==> config.mk <==
export PLATFORM = sky130hd
export DESIGN_NAME = double_ended_queue_with_reverse_flat
export DESIGN_NICKNAME = d
export VERILOG_FILES = /design/src/hw/rtl/dqr_pkg.sv /design/src/hw/rtl/dqr_if.sv /design/src/hw/rtl/double_ended_queue_with_reverse.sv /design/src/hw/rtl/dqr_ram.sv /design/src/hw/rtl/dqr_ctrl.sv /design/src/flat_wrapper.sv
export SDC_FILE = /design/constraint.sdc
export NUM_CORES = 1
export LEC_CHECK = 0
export BUFFER_PORTS_ARGS = -buffer_cell sky130_fd_sc_hd__clkbuf_2
export CAP_MARGIN = 10
export CORE_ASPECT_RATIO = 1.5
export CORE_MARGIN = 2
export CORE_UTILIZATION = 51
export DETAILED_ROUTE_END_ITERATION = 10
export PLACE_DENSITY_LB_ADDON = 0.12
export SLEW_MARGIN = 20
export SYNTH_ARGS = -nofsm -noshare
export SYNTH_HDL_FRONTEND = slang
export SYNTH_SLANG_ARGS = --single-unit
==> constraint.sdc <==
create_clock -name i_clk -period 4.9 [get_ports i_clk]
set_input_delay 0.49 -clock i_clk [delete_from_list [all_inputs] [get_ports i_clk]]
set_output_delay 0.49 -clock i_clk [all_outputs]
set_load 0.03 [all_outputs]
==> src/hw/rtl/dqr_pkg.sv <==
package dqr_pkg;

    // Payload widths fixed by the item format
    localparam int unsigned MODE_W = 2;
    localparam int unsigned DATA_W = 32;

    // Default number of slots in the ring store
    localparam int unsigned DEF_DEPTH = 16;

    typedef logic [MODE_W-1:0]        t_mode;
    typedef logic signed [DATA_W-1:0] t_data;

    // Operation codes carried in the mode field
    localparam t_mode MODE_INS_HEAD = 2'd0;
    localparam t_mode MODE_INS_TAIL = 2'd1;
    localparam t_mode MODE_REM_HEAD = 2'd2;
    localparam t_mode MODE_REVERSE  = 2'd3;

endpackage

==> src/hw/rtl/dqr_if.sv <==
// Request channel: one operation per request
interface dqr_req_if;
    logic            valid;
    logic            ready;
    dqr_pkg::t_mode  mode;
    dqr_pkg::t_data  data_in;

    modport src (output valid, output mode, output data_in, input ready);
    modport snk (input valid, input mode, input data_in, output ready);
endinterface

// Response channel: one result per request
interface dqr_rsp_if #(
    parameter int unsigned DEPTH = dqr_pkg::DEF_DEPTH
);
    localparam int unsigned CNT_W = $clog2(DEPTH + 1);

    logic             valid;
    logic             ready;
    logic             ok;
    dqr_pkg::t_data   removed_value;
    logic [CNT_W-1:0] count;

    modport src (output valid, output ok, output removed_value, output count, input ready);
    modport snk (input valid, input ok, input removed_value, input count, output ready);
endinterface

==> src/hw/rtl/double_ended_queue_with_reverse.sv <==
// Channel   Dir  Handshake      Payload
// i_req     in   valid/ready    mode[1:0], data_in[31:0] signed
// o_rsp     out  valid/ready    ok, removed_value[31:0] signed, count
//
// Insert, reverse and a failed remove load the output register at the
// accepting edge. A successful remove goes through S_READ while the
// registered slot memory read completes, then loads the output register.
// Synchronous active-low reset clears pointers, count, orientation and the
// result valid; slot contents are not cleared and need no clearing pass.
// A request is taken only when the result register is empty or drained in
// the same cycle, so a stalled result holds off the input until it is taken.
module double_ended_queue_with_reverse #(
    parameter int unsigned DEPTH = dqr_pkg::DEF_DEPTH
) (
    input  logic    i_clk,
    input  logic    i_rst_n,
    dqr_req_if.snk  i_req,
    dqr_rsp_if.src  o_rsp
);

    localparam int unsigned AW = $clog2(DEPTH);

    logic            wr_en;
    logic [AW-1:0]   wr_addr;
    dqr_pkg::t_data  wr_data;
    logic            rd_en;
    logic [AW-1:0]   rd_addr;
    dqr_pkg::t_data  rd_data;

    // Pointer, count and orientation control with the result register
    dqr_ctrl #(
        .DEPTH (DEPTH)
    ) u_ctrl (
        .i_clk     (i_clk),
        .i_rst_n   (i_rst_n),
        .i_req     (i_req),
        .o_rsp     (o_rsp),
        .o_wr_en   (wr_en),
        .o_wr_addr (wr_addr),
        .o_wr_data (wr_data),
        .o_rd_en   (rd_en),
        .o_rd_addr (rd_addr),
        .i_rd_data (rd_data)
    );

    // Ring slot store
    dqr_ram #(
        .DEPTH (DEPTH)
    ) u_ram (
        .i_clk     (i_clk),
        .i_wr_en   (wr_en),
        .i_wr_addr (wr_addr),
        .i_wr_data (wr_data),
        .i_rd_en   (rd_en),
        .i_rd_addr (rd_addr),
        .o_rd_data (rd_data)
    );

endmodule

==> src/hw/rtl/dqr_ram.sv <==
module dqr_ram #(
    parameter int unsigned DEPTH = dqr_pkg::DEF_DEPTH,
    localparam int unsigned AW   = $clog2(DEPTH)
) (
    input  logic            i_clk,
    input  logic            i_wr_en,
    input  logic [AW-1:0]   i_wr_addr,
    input  dqr_pkg::t_data  i_wr_data,
    input  logic            i_rd_en,
    input  logic [AW-1:0]   i_rd_addr,
    output dqr_pkg::t_data  o_rd_data
);

    dqr_pkg::t_data r_mem [DEPTH];
    dqr_pkg::t_data r_rd_data;

    // Write one slot
    always_ff @(posedge i_clk) begin
        if (i_wr_en) begin
            r_mem[i_wr_addr] <= i_wr_data;
        end
    end

    // Registered read
    always_ff @(posedge i_clk) begin
        if (i_rd_en) begin
            r_rd_data <= r_mem[i_rd_addr];
        end
    end

    assign o_rd_data = r_rd_data;

endmodule

==> src/hw/rtl/dqr_ctrl.sv <==
module dqr_ctrl #(
    parameter int unsigned DEPTH = dqr_pkg::DEF_DEPTH,
    localparam int unsigned AW   = $clog2(DEPTH),
    localparam int unsigned CW   = $clog2(DEPTH + 1)
) (
    input  logic            i_clk,
    input  logic            i_rst_n,
    dqr_req_if.snk          i_req,
    dqr_rsp_if.src          o_rsp,
    output logic            o_wr_en,
    output logic [AW-1:0]   o_wr_addr,
    output dqr_pkg::t_data  o_wr_data,
    output logic            o_rd_en,
    output logic [AW-1:0]   o_rd_addr,
    input  dqr_pkg::t_data  i_rd_data
);

    localparam logic S_IDLE = 1'b0;
    localparam logic S_READ = 1'b1;

    localparam logic [AW-1:0] LAST_SLOT = AW'(DEPTH - 1);
    localparam logic [CW-1:0] FULL_CNT  = CW'(DEPTH);

    logic           r_state, n_state;
    logic [AW-1:0]  r_front, n_front;
    logic [AW-1:0]  r_back, n_back;
    logic [CW-1:0]  r_count, n_count;
    logic           r_rev, n_rev;

    logic           r_out_valid, n_out_valid;
    logic           r_out_ok, n_out_ok;
    dqr_pkg::t_data r_out_data, n_out_data;
    logic [CW-1:0]  r_out_count, n_out_count;

    logic           acc;
    logic           is_ins;
    logic           at_front;
    logic           full;
    logic           empty;
    logic [AW-1:0]  front_prev, front_next, back_prev, back_next;

    // Ring pointer neighbors
    assign front_prev = (r_front == '0) ? LAST_SLOT : r_front - AW'(1);
    assign front_next = (r_front == LAST_SLOT) ? '0 : r_front + AW'(1);
    assign back_prev  = (r_back == '0) ? LAST_SLOT : r_back - AW'(1);
    assign back_next  = (r_back == LAST_SLOT) ? '0 : r_back + AW'(1);

    assign full  = (r_count == FULL_CNT);
    assign empty = (r_count == '0);

    // Take a request only when idle and the result slot is empty or frees up this cycle
    assign i_req.ready = (r_state == S_IDLE) && (!r_out_valid || o_rsp.ready);
    assign acc         = i_req.valid && i_req.ready;

    assign is_ins   = (i_req.mode == dqr_pkg::MODE_INS_HEAD) ||
                      (i_req.mode == dqr_pkg::MODE_INS_TAIL);
    assign at_front = ((i_req.mode == dqr_pkg::MODE_INS_HEAD) == !r_rev);

    assign o_wr_data = i_req.data_in;

    // Decode the request, update pointers and issue the slot access
    always_comb begin
        n_state     = r_state;
        n_front     = r_front;
        n_back      = r_back;
        n_count     = r_count;
        n_rev       = r_rev;
        n_out_valid = r_out_valid;
        n_out_ok    = r_out_ok;
        n_out_data  = r_out_data;
        n_out_count = r_out_count;
        o_wr_en     = 1'b0;
        o_wr_addr   = r_back;
        o_rd_en     = 1'b0;
        o_rd_addr   = r_front;

        // Drop the result once taken
        if (r_out_valid && o_rsp.ready) begin
            n_out_valid = 1'b0;
        end

        case (r_state)
            S_IDLE: begin
                if (acc) begin
                    n_out_ok    = 1'b1;
                    n_out_data  = '0;
                    n_out_valid = 1'b1;
                    if (is_ins) begin
                        if (full) begin
                            n_out_ok = 1'b0;
                        end else begin
                            o_wr_en = 1'b1;
                            n_count = r_count + CW'(1);
                            if (at_front) begin
                                n_front   = front_prev;
                                o_wr_addr = front_prev;
                            end else begin
                                o_wr_addr = r_back;
                                n_back    = back_next;
                            end
                        end
                        n_out_count = n_count;
                    end else if (i_req.mode == dqr_pkg::MODE_REM_HEAD) begin
                        if (empty) begin
                            n_out_ok    = 1'b0;
                            n_out_count = r_count;
                        end else begin
                            // Slot data arrives next cycle; hold the result until then
                            o_rd_en     = 1'b1;
                            n_count     = r_count - CW'(1);
                            n_out_valid = 1'b0;
                            n_state     = S_READ;
                            if (!r_rev) begin
                                o_rd_addr = r_front;
                                n_front   = front_next;
                            end else begin
                                o_rd_addr = back_prev;
                                n_back    = back_prev;
                            end
                        end
                    end else begin
                        n_rev       = !r_rev;
                        n_out_count = r_count;
                    end
                end
            end
            S_READ: begin
                n_out_valid = 1'b1;
                n_out_ok    = 1'b1;
                n_out_data  = i_rd_data;
                n_out_count = r_count;
                n_state     = S_IDLE;
            end
            default: begin
                n_state = S_IDLE;
            end
        endcase
    end

    // Control state
    always_ff @(posedge i_clk) begin
        if (!i_rst_n) begin
            r_state     <= S_IDLE;
            r_front     <= '0;
            r_back      <= '0;
            r_count     <= '0;
            r_rev       <= 1'b0;
            r_out_valid <= 1'b0;
        end else begin
            r_state     <= n_state;
            r_front     <= n_front;
            r_back      <= n_back;
            r_count     <= n_count;
            r_rev       <= n_rev;
            r_out_valid <= n_out_valid;
        end
    end

    // Result payload
    always_ff @(posedge i_clk) begin
        r_out_ok    <= n_out_ok;
        r_out_data  <= n_out_data;
        r_out_count <= n_out_count;
    end

    assign o_rsp.valid         = r_out_valid;
    assign o_rsp.ok            = r_out_ok;
    assign o_rsp.removed_value = r_out_data;
    assign o_rsp.count         = r_out_count;

endmodule
==> src/flat_wrapper.sv <==
// flat-port wrapper written by rule: the top's interface ports become plain ports
module double_ended_queue_with_reverse_flat 
#(
    parameter int unsigned DEPTH = dqr_pkg::DEF_DEPTH
)
  (i_clk, i_rst_n, i_req_valid, i_req_mode, i_req_data_in, i_req_ready, o_rsp_valid, o_rsp_ok, o_rsp_removed_value, o_rsp_count, o_rsp_ready);
  dqr_req_if i_req_i ();
  dqr_rsp_if #(.DEPTH(DEPTH)) o_rsp_i ();
  input  logic i_clk;
  input  logic i_rst_n;
  input wire logic [$bits(i_req_i.valid)-1:0] i_req_valid;
  input wire logic [$bits(i_req_i.mode)-1:0] i_req_mode;
  input wire logic [$bits(i_req_i.data_in)-1:0] i_req_data_in;
  output wire logic [$bits(i_req_i.ready)-1:0] i_req_ready;
  output wire logic [$bits(o_rsp_i.valid)-1:0] o_rsp_valid;
  output wire logic [$bits(o_rsp_i.ok)-1:0] o_rsp_ok;
  output wire logic [$bits(o_rsp_i.removed_value)-1:0] o_rsp_removed_value;
  output wire logic [$bits(o_rsp_i.count)-1:0] o_rsp_count;
  input wire logic [$bits(o_rsp_i.ready)-1:0] o_rsp_ready;
  assign i_req_i.valid = i_req_valid;
  assign i_req_i.mode = i_req_mode;
  assign i_req_i.data_in = i_req_data_in;
  assign i_req_ready = i_req_i.ready;
  assign o_rsp_valid = o_rsp_i.valid;
  assign o_rsp_ok = o_rsp_i.ok;
  assign o_rsp_removed_value = o_rsp_i.removed_value;
  assign o_rsp_count = o_rsp_i.count;
  assign o_rsp_i.ready = o_rsp_ready;
  double_ended_queue_with_reverse #(.DEPTH(DEPTH)) u_core (.i_clk(i_clk), .i_rst_n(i_rst_n), .i_req(i_req_i), .o_rsp(o_rsp_i));
endmodule
[Word level (Yosys, flattened, before mapping)]
Memories as Yosys holds them, arrays and structs flattened. A register that Yosys moved wholly into a read port is not among the register bits.
Cells that the tools add are included.
Storage, ports and cells
  register bits after elaboration: 54
  latch bits: 0
  RAM bits: 512
  memory bits (read-only): 0
  bits of input ports: 38
  output and inout port bits: 40
  word-level logic and storage cells: 111
  memories: 1
Cells by class
  add/subtract/negate cells: 6
  multiply operators: 0
  div/mod/pow operators: 0
  $lt $le $gt $ge: 0
  eq/ne operators: 14
  shift-type cells: 0
  muxes and demuxes: 60
  bitwise operators: 3
  reduce and logical (&&, ||, !) cells: 18
Memory list
  u_core.u_ram.r_mem: depth 16, width 32, read ports 1, clocked after Yosys merged registers in 1, wr ports 1, line dqr_ram.sv:14  | dqr_pkg::t_data r_mem [DEPTH];
Operator list (number)
  two-way mux 4 bit: 27
  one-hot mux 32 bit (2 select lines): 1
  two-way mux 5 bit: 8
  two-way mux 32 bit: 1
  two-way mux 1 bit: 19
  AND reduction 7 bit: 2
  one-hot mux 5 bit (2 select lines): 1
  adder 4 x 1 -> 4 bit (second input constant): 2
  equality test 4 bit (second input constant): 2
  zero test 4 bit: 2
  inequality test 2 bit (second input constant): 4
  AND reduction 4 bit: 2
  subtractor 4 x 1 -> 4 bit (second input constant): 2
  one-hot mux 1 bit (2 select lines): 3
  adder 5 x 1 -> 5 bit (second input constant): 1
  equality test 5 bit (second input constant): 1
  zero test 5 bit: 1
  subtractor 5 x 1 -> 5 bit (second input constant): 1
  inequality test 2 x 1 -> 1 bit (second input constant): 2
  inequality test 4 bit (second input constant): 1
  nonzero test 2 bit: 2
  logical AND 1 bit: 3
  inequality test 3 x 2 -> 1 bit (second input constant): 1
  inverter 1 bit: 3
  7 further kinds: 9

[Depth between registers and ports, before layout]
  word-level depth: 8
  depth in mapped cells: 14
  mapped depth without buffers: 10

[Modules after synthesis]
A second synthesis with hierarchy kept.
Second synthesis, totals
  cells, all modules: 1138
  area, all modules: 23348.6 µm²
By module, submodules not included
  dqr_ram: instances 1, cells each 838, area each 20155.6 µm²
  dqr_ctrl: instances 1, cells each 300, area each 3193.1 µm²

[Worst setup path before layout]
No wires, ideal clock.
  path type: flip-flop to flip-flop
  start point: register u_core.u_ctrl.r_out_valid (netlist: u_core.u_ctrl.o_rsp.valid)
  end point: memory u_core.u_ram.r_mem[5][0] (netlist name), enable pin
  setup time: 0.461 ns
  data arrival time: 4.324 ns
  slack: 0.115 ns
  cell stages (with the launch flop): 8
  buffers on the path: 1
  clock period less this slack: 4.785 ns
  cells stage by stage: dfxtp_1 > nor2b_1 > nor2_1 > and4_1 > clkbuf_1 > mux2_2 > or3_1 > nor3_1
Between the ends
  longest elaborated chain between the ends: 8
Ends and longest elaborated chain
  start: declaration: line dqr_ctrl.sv:30  | logic r_out_valid, n_out_valid;
  start signal: assignment: line dqr_ctrl.sv:155  | r_out_valid <= n_out_valid;
  zero test 1 bit *: line dqr_ctrl.sv:52  | assign i_req.ready = (r_state == S_IDLE) && (!r_out_valid || o_rsp.ready);
  logical OR 1 bit *: line dqr_ctrl.sv:52
  logical AND 1 bit *: line dqr_ctrl.sv:52
  logical AND 1 bit *: line dqr_ctrl.sv:53  | assign acc = i_req.valid && i_req.ready;
  two-way mux 1 bit: line dqr_ctrl.sv:84  | if (acc) begin
  two-way mux 1 bit: line dqr_ctrl.sv:82  | case (r_state)
  two-way mux 1 bit: line dqr_ram.sv:19  | if (i_wr_en) begin
  two-way mux 1 bit (not written as such): line dqr_ram.sv:20  | r_mem[i_wr_addr] <= i_wr_data;
  end: declaration: line dqr_ram.sv:14
Mark *: on every way between the ends. The rest lies on a longest branch, timed or not.

[Worst setup path after layout]
  start point: register u_core.u_ctrl.r_count[0]
  end point: register u_core.u_ram.r_rd_data[26] (netlist: u_core.u_ram.o_rd_data[26]), read port of u_core.u_ram.r_mem (data pin)
Between the ends
  longest elaborated chain between the ends: 6
Ends and longest elaborated chain
  start: declaration: line dqr_ctrl.sv:27  | logic [CW-1:0] r_count, n_count;
  start signal: assignment: line dqr_ctrl.sv:153  | r_count <= n_count;
  zero test 5 bit: line dqr_ctrl.sv:49  | assign empty = (r_count == '0);
  two-way mux 1 bit: line dqr_ctrl.sv:104  | if (empty) begin
  two-way mux 1 bit: line dqr_ctrl.sv:103  | end else if (i_req.mode == dqr_pkg::MODE_REM_HEAD) begin
  two-way mux 1 bit: line dqr_ctrl.sv:88  | if (is_ins) begin
  two-way mux 1 bit: line dqr_ctrl.sv:84
  two-way mux 1 bit: line dqr_ctrl.sv:82
  net u_core.rd_en: line double_ended_queue_with_reverse.sv:26  | logic rd_en;
  end: declaration: line dqr_ram.sv:15  | dqr_pkg::t_data r_rd_data;
The timed path passes the listed nets, and every way through them passes these cells.
A chain may end at the register's enable or synchronous reset.

==> out/results.ini <==
[floorplanning]
die_width_um=181.6
ios=78
floorplan.die.height_um=270.4
core_area_um2=46730
row_count=97
initial_utilization_pct=51.63
dieArea_um2=49100

[timing]
post_layout_minimum_cycle_time_ns=4.309
setup_tns_ns=0
fin_ws_ns=0.5911
worst_clock_skew_ns=0.02383
finalMaxSlewViolations=0
min_period_over_period_pct=87.94
finalHoldViolCount=0
finalSetupViolations=0
worst-slew-pin-transition_ns=1.055
fmaxAchievable_ghz=0.2321
relSlewSlack_pct=29.64
rsz0062_at_grt=false

[routing]
drt.antenna.violating_nets=0
detailedRoute.firstIterationViolations=1551
vias_per_std_cell=6.371
detailedRoute.firstPassIterationCount=6
detail_route.wirelength_mm=64.85
drcViolationCount=0
post_drt_wl_per_cell_um=27.13
vias=15230

[place]
detailedPlacementHpwl_mm=34.61
finalWeightedCongestion=0.8110
buffer_ports.inserted=77
place_worst_setup_slack_ns=0.6578

[clock_network]
cts.repair_timing.setup_buffer_count=0
cts-root-buf=sky130_fd_sc_hd__clkbuf_16
cts-root-to-sink-buffers=3
cts_resized=0
cts-hold-fix-buffers=0
tritoncts_num_sinks=598
clkLatencyLatePin_ns=0.59
h-tree-depth=2
tritoncts=done
cts-buffers-inserted=54
clkTransAtPathRegs_ns=0.07

[global_route]
grt_start_max_net_pins=69
globalRoute.totalOverflow=0
grt_pass1_wl_mm=96.66
first_global_vias=15070
grt_antenna_before_repair=1
gr-usage-all-layers_pct=26.54

[yosys]
synthFlopType=sky130_fd_sc_hd__edfxtp_1
ys_async_sr_fraction_pct=0
synth_top_area_cell=sky130_fd_sc_hd__edfxtp_1
synth.area.top_cells=sky130_fd_sc_hd__edfxtp_1, sky130_fd_sc_hd__nand3_1, sky130_fd_sc_hd__o21ai_0
synth.top_cell.area_share_pct=72.44
synthesis.area_um2=24130
total_number_of_yosys_warnings=0
syn_inst=1708
synth_common_cells=sky130_fd_sc_hd__edfxtp_1, sky130_fd_sc_hd__nand3_1, sky130_fd_sc_hd__o21ai_0
synth-seq-area-share_pct=73.77
synth_fp_nets=1753
ys_ff_latch=598
postSynthAreaPerCell_um2=14.13
synth.most_common_cell=sky130_fd_sc_hd__edfxtp_1
number_of_enable_flip_flop_cells_after_synthesis=582
yosys.cell_types.count=56

[critical_path]
critPathMaxStageDelay_ns=0.74
critical_path.cell_chain=inv_1, ha_1, nor4b_1, or4_1, inv_6, nand3_1, nand2_4, buf_4, a21o_1, a21oi_1, o311ai_1
critPathSlowestCell=sky130_fd_sc_hd__or4_1
required_ns=5.21
worstPathArrival_ns=4.62
worst_setup_path_class=reg -> reg
timing.critical_path.from_type=register
ff2ff_setup_slack_ns=0.59
setup.worst_path.end_class=register
cp_max_fo=41

[status]
status=finished clean

[cells_and_area]
synthToLayoutAreaGrowth_pct=12.31
nNetsFinal=1800
filler_cell_count=3686
drive_gt1_share_pct=13.14
antenna_cells_inserted=0

[pwr]
p_leak_nw=8.942
irDropWorstVdd_v=0.0003485
power.density_nw_per_um2=406.5
post-layout-total-power_mw=11.01

[worst_hold_path]
timing.hold.worst.class=in -> reg

[flow_run]
max_cap_violations=0

==> critical path: cells and delay by family (launching register included) <==
| kind | cells | cell delay (ns) |
|---|---|---|
| and+or+nand+nor | 4 | 1.74 |
| buffers and inverters | 3 | 0.96 |
| AOI/OAI and AO/OA | 3 | 0.61 |
| DFF | 1 | 0.45 |
| adders and majority gates | 1 | 0.25 |
==> cells by family (layout without fill, tap and decap cells) <==
family | Yosys count | count (layout) | synth area share, %
DFF | 598 | 598 | 73.77
and+or+nand+nor | 488 | 488 | 10.42
AOI/OAI and AO/OA | 443 | 443 | 11.83
buffers and inverters | 151 | 239 | 2.785
xor gates and xnor gates | 13 | 13 | 0.4719
muxes | 8 | 8 | 0.3578
adders and majority gates | 7 | 7 | 0.3630
==> worst paths after layout <==
kind                                    from                                    end  depth (start not counted)
hold reg to reg   u_core.u_ram.o_rd_data[21]  u_core.u_ctrl.o_rsp.removed_value[21]                          1
setup / recovery    u_core.u_ctrl.r_count[0]             u_core.u_ram.o_rd_data[26]                         11
setup reg to reg    u_core.u_ctrl.r_count[0]             u_core.u_ram.o_rd_data[26]                         11
hold / removal                   o_rsp_ready              u_core.u_ctrl.o_rsp.valid                          3
==> placed cells by master, fill, tap and decap left out, types with 33 or more instances in the layout <==
cell type                     n
sky130_fd_sc_hd__edfxtp_1   582
sky130_fd_sc_hd__nand3_1    231
sky130_fd_sc_hd__o21ai_0    148
sky130_fd_sc_hd__nand2_1     85
sky130_fd_sc_hd__clkbuf_2    77
sky130_fd_sc_hd__a21oi_1     76
sky130_fd_sc_hd__a21o_1      66
sky130_fd_sc_hd__clkbuf_16   55
sky130_fd_sc_hd__and2_1      40
sky130_fd_sc_hd__nand4_1     38
sky130_fd_sc_hd__buf_4       38
sky130_fd_sc_hd__and3_1      34
sky130_fd_sc_hd__a31oi_1     33
sky130_fd_sc_hd__a211oi_1    33
==> final cells by class <==
| type | count | area, um2 | area share (%) |
|---|---|---|---|
| inverter | 13 | 53.80 | 0.1986 |
| clock inverter | 29 | 231.5 | 0.8543 |
| sequential | 598 | 17800 | 65.68 |
| tap | 594 | 743.2 | 2.743 |
| multi-input combinational | 959 | 5856 | 21.61 |
| clock buffer | 68 | 1465 | 5.407 |
| timing repair buffer | 129 | 949.7 | 3.505 |
==> sequential cells by signal, summed over array words and instances, names as in the netlist <==
signal	flops
u_core.u_ram.o_rd_data	32
u_core.u_ram.r_mem	512
u_core.u_ctrl.r_rev	1
u_core.u_ctrl.o_rsp.count	5
u_core.u_ctrl.r_front	4
u_core.u_ctrl.o_rsp.ok	1
u_core.u_ctrl.r_count	5
u_core.u_ctrl.r_state	1
u_core.u_ctrl.r_back	4
u_core.u_ctrl.o_rsp.removed_value	32
u_core.u_ctrl.o_rsp.valid	1
==> metrics by stage <==
stage                     hold WS, ns  instance area, um2  cells  util (%)
after detailed placement       0.5135               25370   2292     54.30
after floorplan                0.5026               24130   1708         -
after global placement         0.5147               25360   2291     54.28
after CTS                      0.2820               27070   2389     57.93
final                          0.3088               27100   2390     57.99
after global routing           0.3136               27100   2390     57.99
==> routing by layer <==
metal	global-route usage, %	routed length (um)
met1	33.79	25270
met2	46.29	32980
met3	3.412	3914
met4	10.31	2666
met5	0	13
==> where the power goes <==
part | leakage (nW) | total, mW | switching (mW) | internal [mW]
logic | 2.71 | 1.12 | 0.767 | 0.351
clock network | 0.822 | 4.11 | 1.80 | 2.31
registers | 5.41 | 5.79 | 0.0476 | 5.74
(Power assumes the default switching activity.)
